[src/hdl/sbus_pkg.sv]
// Shared types, widths and constants for the S.BUS channel decoder.
`timescale 1ns / 1ps

package sbus_pkg;

    // Frame layout
    localparam int NUM_CHANNELS  = 16;
    localparam int CHANNEL_BITS  = 11;
    localparam logic [7:0] SYNC_BYTE = 8'h0F;

    // Field widths
    localparam int BYTE_W     = 8;
    localparam int CNT_W      = 4;
    localparam int RAW_W      = 11;
    localparam int SCALED_W   = 13;
    localparam int GAIN_W     = 10;
    localparam int OFFSET_W   = 12;
    localparam int SCALED_MAX = (1 << SCALED_W) - 1;

    // Bit packer: a partial channel plus one new byte
    localparam int ACC_W  = CHANNEL_BITS + 7;
    localparam int HELD_W = $clog2(CHANNEL_BITS + 8);

    // floor(x / 1000) as (x * RECIP_M) >> RECIP_SHIFT, exact for x < 2**PROD_W
    localparam int PROD_W      = CHANNEL_BITS + GAIN_W;
    localparam int RECIP_SHIFT = PROD_W + 10;
    localparam int RECIP_W     = RECIP_SHIFT - 9;
    localparam logic [RECIP_W-1:0] RECIP_M =
        RECIP_W'(((64'd1 << RECIP_SHIFT) + 64'd999) / 64'd1000);
    localparam int Q_W   = PROD_W + RECIP_W - RECIP_SHIFT;
    localparam int SUM_W = ((Q_W > OFFSET_W) ? Q_W : OFFSET_W) + 1;

    // Queue between the front and back parts
    localparam int FIFO_DEPTH = 4;
    localparam int PTR_W      = $clog2(FIFO_DEPTH);
    localparam int FILL_W     = $clog2(FIFO_DEPTH + 1);

    // Ports
    localparam int OUT_TDATA_W = 32;
    localparam int ADDR_W      = 4;
    localparam int APB_DATA_W  = 32;

    typedef enum logic [1:0] {
        REG_DECODE_ENABLE = 2'd0,
        REG_GAIN_MILLI    = 2'd1,
        REG_VALUE_OFFSET  = 2'd2
    } t_reg_index;

    typedef struct packed {
        logic [CNT_W-1:0]        index;
        logic [CHANNEL_BITS-1:0] raw;
        logic                    last;
    } t_chan_item;

    typedef struct packed {
        logic [CNT_W-1:0]    index;
        logic [RAW_W-1:0]    raw;
        logic [SCALED_W-1:0] scaled;
        logic                last;
    } t_result;

endpackage

[src/hdl/sbus_front.sv]
// Front part: frame tracking and bit packing of received bytes into channels.
`timescale 1ns / 1ps

module sbus_front (
    input  logic                          i_clk,
    input  logic                          i_rst_n,
    input  logic                          i_enable,
    input  logic                          i_accept,
    input  logic [sbus_pkg::BYTE_W-1:0]   i_rx_byte,
    input  logic                          i_frame_start,
    output logic                          o_push,
    output sbus_pkg::t_chan_item          o_item
);
    import sbus_pkg::*;

    logic                r_in_frame, n_in_frame;
    logic [ACC_W-1:0]    r_acc, n_acc;
    logic [HELD_W-1:0]   r_held, n_held;
    logic [CNT_W-1:0]    r_cnt, n_cnt;

    logic [ACC_W-1:0]    acc_sum;
    logic [HELD_W-1:0]   held_sum;
    logic                chan_done;
    logic                last_chan;

    assign acc_sum   = r_acc | (ACC_W'(i_rx_byte) << r_held);
    assign held_sum  = r_held + HELD_W'(BYTE_W);
    assign chan_done = held_sum >= HELD_W'(CHANNEL_BITS);
    assign last_chan = r_cnt == CNT_W'(NUM_CHANNELS - 1);

    always_comb begin
        n_in_frame = r_in_frame;
        n_acc      = r_acc;
        n_held     = r_held;
        n_cnt      = r_cnt;
        o_push     = 1'b0;
        if (i_accept) begin
            if (!i_enable) begin
                n_in_frame = 1'b0;
            end else if (i_frame_start) begin
                n_in_frame = (i_rx_byte == SYNC_BYTE);
                n_acc      = '0;
                n_held     = '0;
                n_cnt      = '0;
            end else if (r_in_frame) begin
                if (chan_done) begin
                    o_push = 1'b1;
                    n_acc  = acc_sum >> CHANNEL_BITS;
                    n_held = held_sum - HELD_W'(CHANNEL_BITS);
                    if (last_chan) begin
                        n_in_frame = 1'b0;
                        n_cnt      = '0;
                    end else begin
                        n_cnt = r_cnt + CNT_W'(1);
                    end
                end else begin
                    n_acc  = acc_sum;
                    n_held = held_sum;
                end
            end
        end
    end

    always_ff @(posedge i_clk) begin
        if (!i_rst_n) begin
            r_in_frame <= 1'b0;
            r_acc      <= '0;
            r_held     <= '0;
            r_cnt      <= '0;
        end else begin
            r_in_frame <= n_in_frame;
            r_acc      <= n_acc;
            r_held     <= n_held;
            r_cnt      <= n_cnt;
        end
    end

    assign o_item.index = r_cnt;
    assign o_item.raw   = acc_sum[CHANNEL_BITS-1:0];
    assign o_item.last  = last_chan;

endmodule

[src/hdl/sbus_fifo.sv]
// Short queue of decoded channels between the front and back parts.
`timescale 1ns / 1ps

module sbus_fifo (
    input  logic                  i_clk,
    input  logic                  i_rst_n,
    input  logic                  i_push,
    input  sbus_pkg::t_chan_item  i_item,
    output logic                  o_full,
    input  logic                  i_pop,
    output logic                  o_valid,
    output sbus_pkg::t_chan_item  o_item
);
    import sbus_pkg::*;

    t_chan_item          r_mem [FIFO_DEPTH];
    logic [PTR_W-1:0]    r_wr_ptr, n_wr_ptr;
    logic [PTR_W-1:0]    r_rd_ptr, n_rd_ptr;
    logic [FILL_W-1:0]   r_fill, n_fill;
    logic                do_push;
    logic                do_pop;

    assign o_full  = r_fill == FILL_W'(FIFO_DEPTH);
    assign o_valid = r_fill != '0;
    assign o_item  = r_mem[r_rd_ptr];

    assign do_push = i_push && !o_full;
    assign do_pop  = i_pop && o_valid;

    always_comb begin
        n_wr_ptr = r_wr_ptr;
        n_rd_ptr = r_rd_ptr;
        n_fill   = r_fill;
        if (do_push) begin
            n_wr_ptr = (r_wr_ptr == PTR_W'(FIFO_DEPTH - 1)) ? '0 : r_wr_ptr + PTR_W'(1);
        end
        if (do_pop) begin
            n_rd_ptr = (r_rd_ptr == PTR_W'(FIFO_DEPTH - 1)) ? '0 : r_rd_ptr + PTR_W'(1);
        end
        if (do_push && !do_pop) begin
            n_fill = r_fill + FILL_W'(1);
        end else if (do_pop && !do_push) begin
            n_fill = r_fill - FILL_W'(1);
        end
    end

    always_ff @(posedge i_clk) begin
        if (!i_rst_n) begin
            r_wr_ptr <= '0;
            r_rd_ptr <= '0;
            r_fill   <= '0;
        end else begin
            r_wr_ptr <= n_wr_ptr;
            r_rd_ptr <= n_rd_ptr;
            r_fill   <= n_fill;
        end
    end

    always_ff @(posedge i_clk) begin
        if (do_push) begin
            r_mem[r_wr_ptr] <= i_item;
        end
    end

endmodule

[src/hdl/sbus_back.sv]
// Back part: three-stage scaling pipeline ending in the output register.
`timescale 1ns / 1ps

module sbus_back (
    input  logic                            i_clk,
    input  logic                            i_rst_n,
    input  logic [sbus_pkg::GAIN_W-1:0]     i_gain,
    input  logic [sbus_pkg::OFFSET_W-1:0]   i_offset,
    input  logic                            i_item_valid,
    input  sbus_pkg::t_chan_item            i_item,
    output logic                            o_pop,
    output logic                            o_valid,
    input  logic                            i_ready,
    output sbus_pkg::t_result               o_result
);
    import sbus_pkg::*;

    localparam int FULL_W = PROD_W + RECIP_W;

    logic                r_v1, r_v2, r_v3;
    t_chan_item          r_item1, r_item2;
    logic [PROD_W-1:0]   r_prod1;
    logic [Q_W-1:0]      r_q2;
    t_result             r_res;

    logic                en1, en2, en3;
    logic [FULL_W-1:0]   recip_prod;
    logic [SUM_W-1:0]    sum;
    logic [SCALED_W-1:0] scaled;

    // A stage loads when it is empty or its content moves on.
    assign en3   = !r_v3 || i_ready;
    assign en2   = !r_v2 || en3;
    assign en1   = !r_v1 || en2;
    assign o_pop = i_item_valid && en1;

    assign recip_prod = FULL_W'(r_prod1) * FULL_W'(RECIP_M);
    assign sum        = SUM_W'(r_q2) + SUM_W'(i_offset);
    assign scaled     = (sum > SUM_W'(SCALED_MAX)) ? SCALED_W'(SCALED_MAX)
                                                   : SCALED_W'(sum);

    always_ff @(posedge i_clk) begin
        if (!i_rst_n) begin
            r_v1 <= 1'b0;
            r_v2 <= 1'b0;
            r_v3 <= 1'b0;
        end else begin
            if (en1) begin
                r_v1 <= i_item_valid;
            end
            if (en2) begin
                r_v2 <= r_v1;
            end
            if (en3) begin
                r_v3 <= r_v2;
            end
        end
    end

    always_ff @(posedge i_clk) begin
        if (en1) begin
            r_item1 <= i_item;
            r_prod1 <= PROD_W'(i_item.raw) * PROD_W'(i_gain);
        end
        if (en2) begin
            r_item2 <= r_item1;
            r_q2    <= recip_prod[FULL_W-1 -: Q_W];
        end
        if (en3) begin
            r_res.index  <= r_item2.index;
            r_res.raw    <= RAW_W'(r_item2.raw);
            r_res.scaled <= scaled;
            r_res.last   <= r_item2.last;
        end
    end

    assign o_valid  = r_v3;
    assign o_result = r_res;

endmodule

[src/hdl/sbus_channel_decoder.sv]
// Top level of the S.BUS channel decoder: register port, front, queue and back.
`timescale 1ns / 1ps

// Received bytes enter on the slave stream, one transaction per byte, with
// tuser marking the first byte of a frame. While decode_enable is set, a
// frame whose marked first byte is 0x0F is decoded: the following payload
// bytes are packed LSB first and every 11 completed bits leave as one channel
// transaction on the master stream, carrying the channel index, the raw value
// and floor(raw * gain_milli / 1000) + value_offset, with tlast on channel 15.
// Bytes after channel 15, unmarked bytes outside a frame and everything
// while decoding is disabled produce nothing. The block takes one byte per
// clock while the queue has room and delivers one channel per clock while
// m_axis_tready is high; a completed channel passes through the queue and
// then the three-stage scaling pipeline (gain multiply, reciprocal multiply
// for the division by 1000, offset add in the output register). A four-entry
// queue separates byte intake from scaling, so s_axis_tready falls only when
// that queue is full, which takes a stalled master side.
// Registers (32-bit APB, pready always high): 0x0 decode_enable (reset 0),
// 0x4 gain_milli (reset 753), 0x8 value_offset (reset 757); write them only
// while no channel is in flight.

module sbus_channel_decoder (
    input  logic                                 i_clk,
    input  logic                                 i_rst_n,

    input  logic                                 psel,
    input  logic                                 penable,
    input  logic                                 pwrite,
    input  logic [sbus_pkg::ADDR_W-1:0]          paddr,
    input  logic [sbus_pkg::APB_DATA_W-1:0]      pwdata,
    output logic [sbus_pkg::APB_DATA_W-1:0]      prdata,
    output logic                                 pready,

    input  logic                                 s_axis_tvalid,
    output logic                                 s_axis_tready,
    input  logic [sbus_pkg::BYTE_W-1:0]          s_axis_tdata,  // [7:0] rx_byte
    input  logic                                 s_axis_tuser,  // [0] frame_start

    output logic                                 m_axis_tvalid,
    input  logic                                 m_axis_tready,
    // [3:0] channel_index, [14:4] raw_value, [27:15] scaled_value, [31:28] zero
    output logic [sbus_pkg::OUT_TDATA_W-1:0]     m_axis_tdata,
    output logic                                 m_axis_tlast   // last_channel
);
    import sbus_pkg::*;

    localparam int PAD_W = OUT_TDATA_W - CNT_W - RAW_W - SCALED_W;

    logic                 r_decode_enable;
    logic [GAIN_W-1:0]    r_gain_milli;
    logic [OFFSET_W-1:0]  r_value_offset;

    logic                 cfg_write;
    t_reg_index           reg_sel;
    logic                 in_accept;
    logic                 fifo_full;
    logic                 front_push;
    t_chan_item           front_item;
    logic                 fifo_valid;
    t_chan_item           fifo_item;
    logic                 back_pop;
    t_result              result;

    // Configuration registers
    assign pready    = 1'b1;
    assign cfg_write = psel && penable && pwrite && pready;
    assign reg_sel   = t_reg_index'(paddr[3:2]);

    always_ff @(posedge i_clk) begin
        if (!i_rst_n) begin
            r_decode_enable <= 1'b0;
            r_gain_milli    <= GAIN_W'(753);
            r_value_offset  <= OFFSET_W'(757);
        end else if (cfg_write) begin
            unique case (reg_sel)
                REG_DECODE_ENABLE: r_decode_enable <= pwdata[0];
                REG_GAIN_MILLI:    r_gain_milli    <= pwdata[GAIN_W-1:0];
                REG_VALUE_OFFSET:  r_value_offset  <= pwdata[OFFSET_W-1:0];
                default: ;
            endcase
        end
    end

    always_comb begin
        unique case (reg_sel)
            REG_DECODE_ENABLE: prdata = APB_DATA_W'(r_decode_enable);
            REG_GAIN_MILLI:    prdata = APB_DATA_W'(r_gain_milli);
            REG_VALUE_OFFSET:  prdata = APB_DATA_W'(r_value_offset);
            default:           prdata = '0;
        endcase
    end

    // Byte intake: every byte may yield one channel, so intake waits only
    // when the queue has no free entry.
    assign s_axis_tready = !fifo_full;
    assign in_accept     = s_axis_tvalid && s_axis_tready;

    sbus_front u_front (
        .i_clk         (i_clk),
        .i_rst_n       (i_rst_n),
        .i_enable      (r_decode_enable),
        .i_accept      (in_accept),
        .i_rx_byte     (s_axis_tdata),
        .i_frame_start (s_axis_tuser),
        .o_push        (front_push),
        .o_item        (front_item)
    );

    sbus_fifo u_fifo (
        .i_clk   (i_clk),
        .i_rst_n (i_rst_n),
        .i_push  (front_push),
        .i_item  (front_item),
        .o_full  (fifo_full),
        .i_pop   (back_pop),
        .o_valid (fifo_valid),
        .o_item  (fifo_item)
    );

    sbus_back u_back (
        .i_clk        (i_clk),
        .i_rst_n      (i_rst_n),
        .i_gain       (r_gain_milli),
        .i_offset     (r_value_offset),
        .i_item_valid (fifo_valid),
        .i_item       (fifo_item),
        .o_pop        (back_pop),
        .o_valid      (m_axis_tvalid),
        .i_ready      (m_axis_tready),
        .o_result     (result)
    );

    assign m_axis_tdata = {PAD_W'(0), result.scaled, result.raw, result.index};
    assign m_axis_tlast = result.last;

endmodule
[config.mk]
export PLATFORM = sky130hd
export DESIGN_NAME = sbus_channel_decoder
export DESIGN_NICKNAME = d
export VERILOG_FILES = /design/src/hdl/sbus_pkg.sv /design/src/hdl/sbus_front.sv /design/src/hdl/sbus_fifo.sv /design/src/hdl/sbus_back.sv /design/src/hdl/sbus_channel_decoder.sv
export SDC_FILE = /design/constraint.sdc
export NUM_CORES = 1
export LEC_CHECK = 0
export ABC_AREA = 0
export BUFFER_PORTS_ARGS = -buffer_cell sky130_fd_sc_hd__buf_2
export CORE_MARGIN = 2
export CORE_UTILIZATION = 53
export CTS_CLUSTER_SIZE = 20
export DETAILED_ROUTE_END_ITERATION = 16
export GPL_TIMING_DRIVEN = 0
export PLACE_DENSITY = 0.69
export RECOVER_POWER = 25
export SLEW_MARGIN = 20
export SYNTH_ARGS = -nofsm -noshare
export SYNTH_HDL_FRONTEND = slang
export SYNTH_SLANG_ARGS = --single-unit
[constraint.sdc]
create_clock -name i_clk -period 8.53 [get_ports i_clk]
set_clock_uncertainty 0.05 [all_clocks]
set_input_delay 0.853 -clock i_clk [delete_from_list [all_inputs] [get_ports i_clk]]
set_output_delay 0.853 -clock i_clk [all_outputs]
set_load 0.005 [all_outputs]
==> results of run 1 <==
cells in the mapped netlist (4+ instances only):
| library cell | instances | area [sq um] |
|---|---|---|
| a211oi_1 | 4 | 30.0 |
| a21o_1 | 18 | 135 |
| a21oi_1 | 73 | 365 |
| a22o_1 | 9 | 78.8 |
| a22oi_1 | 10 | 75.1 |
| a2bb2oi_1 | 8 | 70.1 |
| a31oi_1 | 6 | 37.5 |
| and2_1 | 64 | 400 |
| and3_1 | 5 | 31.3 |
| buf_4 | 25 | 188 |
| clkbuf_1 | 47 | 176 |
| dfxtp_1 | 63 | 1260 |
| edfxtp_1 | 158 | 4740 |
| fa_1 | 163 | 3260 |
| ha_1 | 251 | 3140 |
| inv_1 | 281 | 1050 |
| mux2i_1 | 14 | 140 |
| mux4_2 | 18 | 405 |
| nand2_1 | 154 | 578 |
| nand2b_1 | 4 | 25.0 |
| nand3_1 | 34 | 170 |
| nand4_1 | 9 | 56.3 |
| nor2_1 | 75 | 282 |
| nor2b_1 | 8 | 50.1 |
| nor3_1 | 22 | 110 |
| o211ai_1 | 4 | 30.0 |
| o21a_1 | 8 | 60.1 |
| o21ai_0 | 40 | 200 |
| o21bai_1 | 7 | 52.6 |
| or2_2 | 6 | 37.5 |
| or3_1 | 4 | 25.0 |
| xnor2_1 | 29 | 254 |
| xor2_1 | 10 | 87.6 |
state kept, by name, summed over array words and instances (netlist names), named ones only:
register and count:
u_back.r_q2 12, u_front.r_held 5, u_front.r_acc 18, u_fifo.r_mem 64, r_gain_milli 10, u_fifo.r_fill 3, u_back.o_result 29, u_back.r_item2 16
u_back.r_v1 1, r_value_offset 12, u_back.r_item1 16, r_decode_enable 1, u_back.o_valid 1, u_fifo.r_wr_ptr 2, u_front.r_in_frame 1, u_back.r_v2 1
u_back.r_prod1 21, u_front.r_cnt 4, u_fifo.r_rd_ptr 2
stage by stage:
| stage | worst slack (ns) | instance area (sq um) | utilization | hold slack, ns | cells |
|---|---|---|---|---|---|
| after floorplan | 2.11 | 18200 | - | 0.350 | 1715 |
| final | 1.01 | 20000 | 0.595 | 0.365 | 2283 |
| after CTS | 0.998 | 20000 | 0.595 | 0.366 | 2283 |
| after global placement | 1.15 | 19100 | 0.570 | 0.352 | 2234 |
| after detailed placement | 1.00 | 19200 | 0.570 | 0.355 | 2235 |
| after global routing | 0.719 | 20000 | 0.595 | 0.371 | 2283 |
cells by family after synthesis:
logic type / count (synthesis) / share of synthesized area
fa+ha+maj: 414 / 0.353
simple gates: 396 / 0.102
buf+inv: 360 / 0.0799
compound gates: 225 / 0.0829
flops: 221 / 0.331
xor+xnor: 39 / 0.0188
mux: 35 / 0.0319
other cells: 2 / 0.000414
final timing paths:
path	from	to	slack [ns]	cells after the start
worst min-delay path	u_back.r_item2[10]$_DFFE_PP_	u_back.o_result[23]$_DFFE_PP_	0.36	0
worst max register to register	flop	u_back.r_prod1[20]$_DFFE_PN_	1.01	21
worst max-delay path	flop	u_back.r_prod1[20]$_DFFE_PN_	1.01	21
worst min register to register	u_back.r_item2[10]$_DFFE_PP_	u_back.o_result[23]$_DFFE_PP_	0.36	0
worst max-delay path, stage by stage (launching register included):
cell,delay (ns)
dfxtp_1,0.31
clkbuf_1,0.35
clkbuf_1,0.57
mux4_2,0.37
clkbuf_1,0.54
nand2_1,0.19
fa_1,0.57
inv_1,0.06
fa_1,0.50
fa_1,0.51
fa_1,0.49
inv_1,0.05
fa_1,0.47
inv_1,0.04
ha_1,0.32
a2111o_1,0.41
o21bai_4,0.20
a2111oi_4,0.41
o311ai_1,0.23
a211o_1,0.31
a31oi_1,0.21
xnor2_1,0.09
cell type report:
cell class              instances  area (sq um)
plain buffers                  77           385
well taps                     448           561
repair buffers                 72           373
clock buffers                  34           713
inverters                     283          1060
flip-flops and latches        221          6010
fillers                      2739         13600
multi-input cells            1134         10800
clock inverters                14           133
metal layers:
| metal | track usage | vias up | routed length [um] |
|---|---|---|---|
| met4 | 0.0535 | 0 | 904 |
| met5 | 0 | - | 0 |
| met3 | 0.0360 | 77 | 2710 |
| met2 | 0.386 | 374 | 19100 |
| met1 | 0.344 | 6127 | 18900 |
| li1 | - | 5895 | - |
==> metrics.txt, run 1 <==
#FFs+latches synth=221; largest net degree at the start of global routing=30; most frequent cells in the layout=inv_1 (281), ha_1 (251), fa_1 (163); EDFF count, synth=158; commonest non-fill, non-tap cell in the layout=inv_1; area of the core=33600 sq um; unrepaired setup endpoints after global routing=no; fin crit share=0.881; outcome=complete, no violations; Avg WL per Cell=18.2 um; TritonCTS clock tree=built; Starting Density=0.540; Max-Cap Viols=0; Setup Buffers After CTS=0; Tot GR Track Use=0.240; HPWL Detailed=33100 um; GP Congestion=0.904; Die X-Extent=189 um; synth unique cells=75; antenna violations before repair=0; Least-Margin Pin Slew=1.39 ns; Synth Warn #=0; CP arrival=7.75 ns; antenna-violating nets left=0; setup TNS=0 ns; startpoint class of the critical path=flop; crit path max fanout=10; first-pass GRT wire length=67200 um; asr flop ratio synth=0; Port Buffers=71; Top FF cell, synth=edfxtp_1; Skew-Pair Late Insertion Delay=0.53 ns; worst hold path class=flop to flop; Req. time, crit path=8.76 ns; Die Area=35700 sq um; P&R area growth vs syn=10.3%; diode count=0; final net count=2281; Clock Path Buffers=3; CTS Buf Count=26; final hold violations=0; GR Overflow Total=0; drt total wl=41600 um; critical path type=flop to flop; Syn Inst Count=1692; vias=12500; first drt pass iteration count=5; Core Rows=67; clk sinks=221; root buf cell=clkbuf_16; pins over their slew limit=0; fmax=133 MHz; final setup fails=0; vias in the first global route=12600; IO Pins=120; Resized cells post-CTS=0; residual DRC count=0; Worst setup EP type=flop; sequential fraction of the synthesis area=0.331; Reg clk slew, reported paths=0.06 ns; cell area after synthesis=18100 sq um; Slew HR=0.0744; average size of a mapped cell=10.7 sq um; post-layout min period=7.52 ns; average vias per placed instance=5.46; DRT iter0 DRCs=680; Chip Height=189 um; H-tree levels=1; Post-CTS Hold Fix Bufs=0; ratio of cells with drive above 1 in the final layout=0.0948
Power of run 1 is left out: the tool's default activity adds up to more than one toggle a clock period on the data nets, which glitch-free logic cannot reach.
==> inputs of run 2 (changes only) <==
MAX_ROUTING_LAYER = met4   (was unset)
==> metrics.txt, run 2 (synthesis gave the netlist of run 1 again) <==
outcome=complete, no violations; GR Overflow Total=0; critical path type=flop to flop; Least-Margin Pin Slew=1.38 ns; commonest non-fill, non-tap cell in the layout=inv_1; P&R area growth vs syn=10.0%; Chip Height=189 um; Slew HR=0.0820; Setup Buffers After CTS=0; Clock Path Buffers=3; crit path max fanout=10; final net count=2280; unrepaired setup endpoints after global routing=no; diode count=0; pins over their slew limit=0; Largest register FFs=64; Worst setup EP type=flop; first-pass GRT wire length=67100 um; H-tree levels=1; Reg2Reg Capture Point=u_back.r_prod1[20]$_DFFE_PN_; average vias per placed instance=5.48; Core Rows=67; Reg clk slew, reported paths=0.06 ns; Tot GR Track Use=0.246; ratio of cells with drive above 1 in the final layout=0.0949; GP Congestion=0.916; final setup fails=0; Starting Density=0.540; largest net degree at the start of global routing=30; most frequent cells in the layout=inv_1 (281), ha_1 (251), fa_1 (163); startpoint class of the critical path=flop; Post-CTS Hold Fix Bufs=0; Max-Cap Viols=0; clk sinks=221; residual DRC count=0; fmax=135 MHz; DRT iter0 DRCs=709; vias=12500; antenna-violating nets left=0; Metal-1 WL=19400 um; drt total wl=41300 um; uppermost layer routed=met4; fin crit share=0.868; post-layout min period=7.41 ns; CP arrival=7.63 ns; root buf cell=clkbuf_16; area of the core=33600 sq um; Biggest register=u_fifo.r_mem; Worst Hold Depth=0; setup TNS=0 ns; final hold violations=0; HPWL Detailed=33100 um; Hold Crit Endpoint=u_back.o_result[25]$_DFFE_PP_; Avg WL per Cell=18.1 um; Resized cells post-CTS=0; TritonCTS clock tree=built; IO Pins=120; Port Buffers=71; worst hold path class=flop to flop; DR WL met3=2250 um; Die Area=35700 sq um; Skew-Pair Late Insertion Delay=0.53 ns; Die X-Extent=189 um; CTS Buf Count=25; FF-to-FF path depth=21; antenna violations before repair=0; first drt pass iteration count=5; metal2 WL=18800 um; vias in the first global route=12700; flop-to-flop setup slack=1.12 ns; Req. time, crit path=8.76 ns; hold path startpoint=u_back.r_item2[12]$_DFFE_PP_
run 2: cell count changes in the layout (fill, tap and decap cells not counted), sizes merged:
| cell | previous run | this run |
|---|---|---|
| clkbuf | 84 | 80 |
| clkinv | 10 | 12 |
| clkinvlp | 1 | 2 |
| inv | 285 | 284 |
run 2: critical path, cell delays in order (launching register included):
cell and delay (ns):
dfxtp_1 0.30, clkbuf_1 0.36, clkbuf_1 0.54, mux4_2 0.36, clkbuf_1 0.50, nand2_1 0.17
fa_1 0.56, inv_1 0.06, fa_1 0.49, fa_1 0.51, fa_1 0.49, inv_1 0.05
fa_1 0.47, inv_1 0.04, ha_1 0.32, a2111o_1 0.40, o21bai_4 0.20, a2111oi_4 0.39
o311ai_1 0.24, a211o_1 0.32, a31oi_1 0.20, xnor2_1 0.10
run 2: final cells by class:
type / count / area (sq um)
fill: 2869 / 13700
multi-input combinational: 1134 / 10800
sequential: 221 / 6010
inverter: 283 / 1060
clock buffer: 30 / 657
tap: 448 / 561
buffer: 77 / 385
timing repair buffer: 72 / 373
clock inverter: 16 / 133
run 2: worst max path at each step:
stage | start | end | slack, ns
after floorplan | flop | u_back.r_prod1[20]$_DFFE_PN_ | 2.11
after global placement | flop | u_back.r_prod1[20]$_DFFE_PN_ | 1.17
after detailed placement | flop | u_back.r_prod1[20]$_DFFE_PN_ | 1.11
after CTS | flop | u_back.r_prod1[20]$_DFFE_PN_ | 1.06
after global routing | flop | u_back.r_prod1[20]$_DFFE_PN_ | 0.81
final | flop | u_back.r_prod1[20]$_DFFE_PN_ | 1.12
run 2: routing by layer:
layer	up-vias	global-route usage
met5	-	-
met4	0	0.0583
met3	63	0.0341
met2	340	0.379
met1	6220	0.346
li1	5888	-
run 2: stage by stage:
step | cell area, sq um | hold WS, ns | util | setup WS, ns | cells
2_1_floorplan | 18200 | 0.350 | - | 2.11 | 1715
3_3_place_gp | 19100 | 0.354 | 0.570 | 1.17 | 2234
3_5_place_dp | 19200 | 0.355 | 0.570 | 1.11 | 2235
4_1_cts | 20000 | 0.364 | 0.594 | 1.06 | 2281
5_1_grt | 20000 | 0.369 | 0.594 | 0.806 | 2281
6_report | 20000 | 0.364 | 0.594 | 1.12 | 2281
Power of run 2 is left out for the same reason.
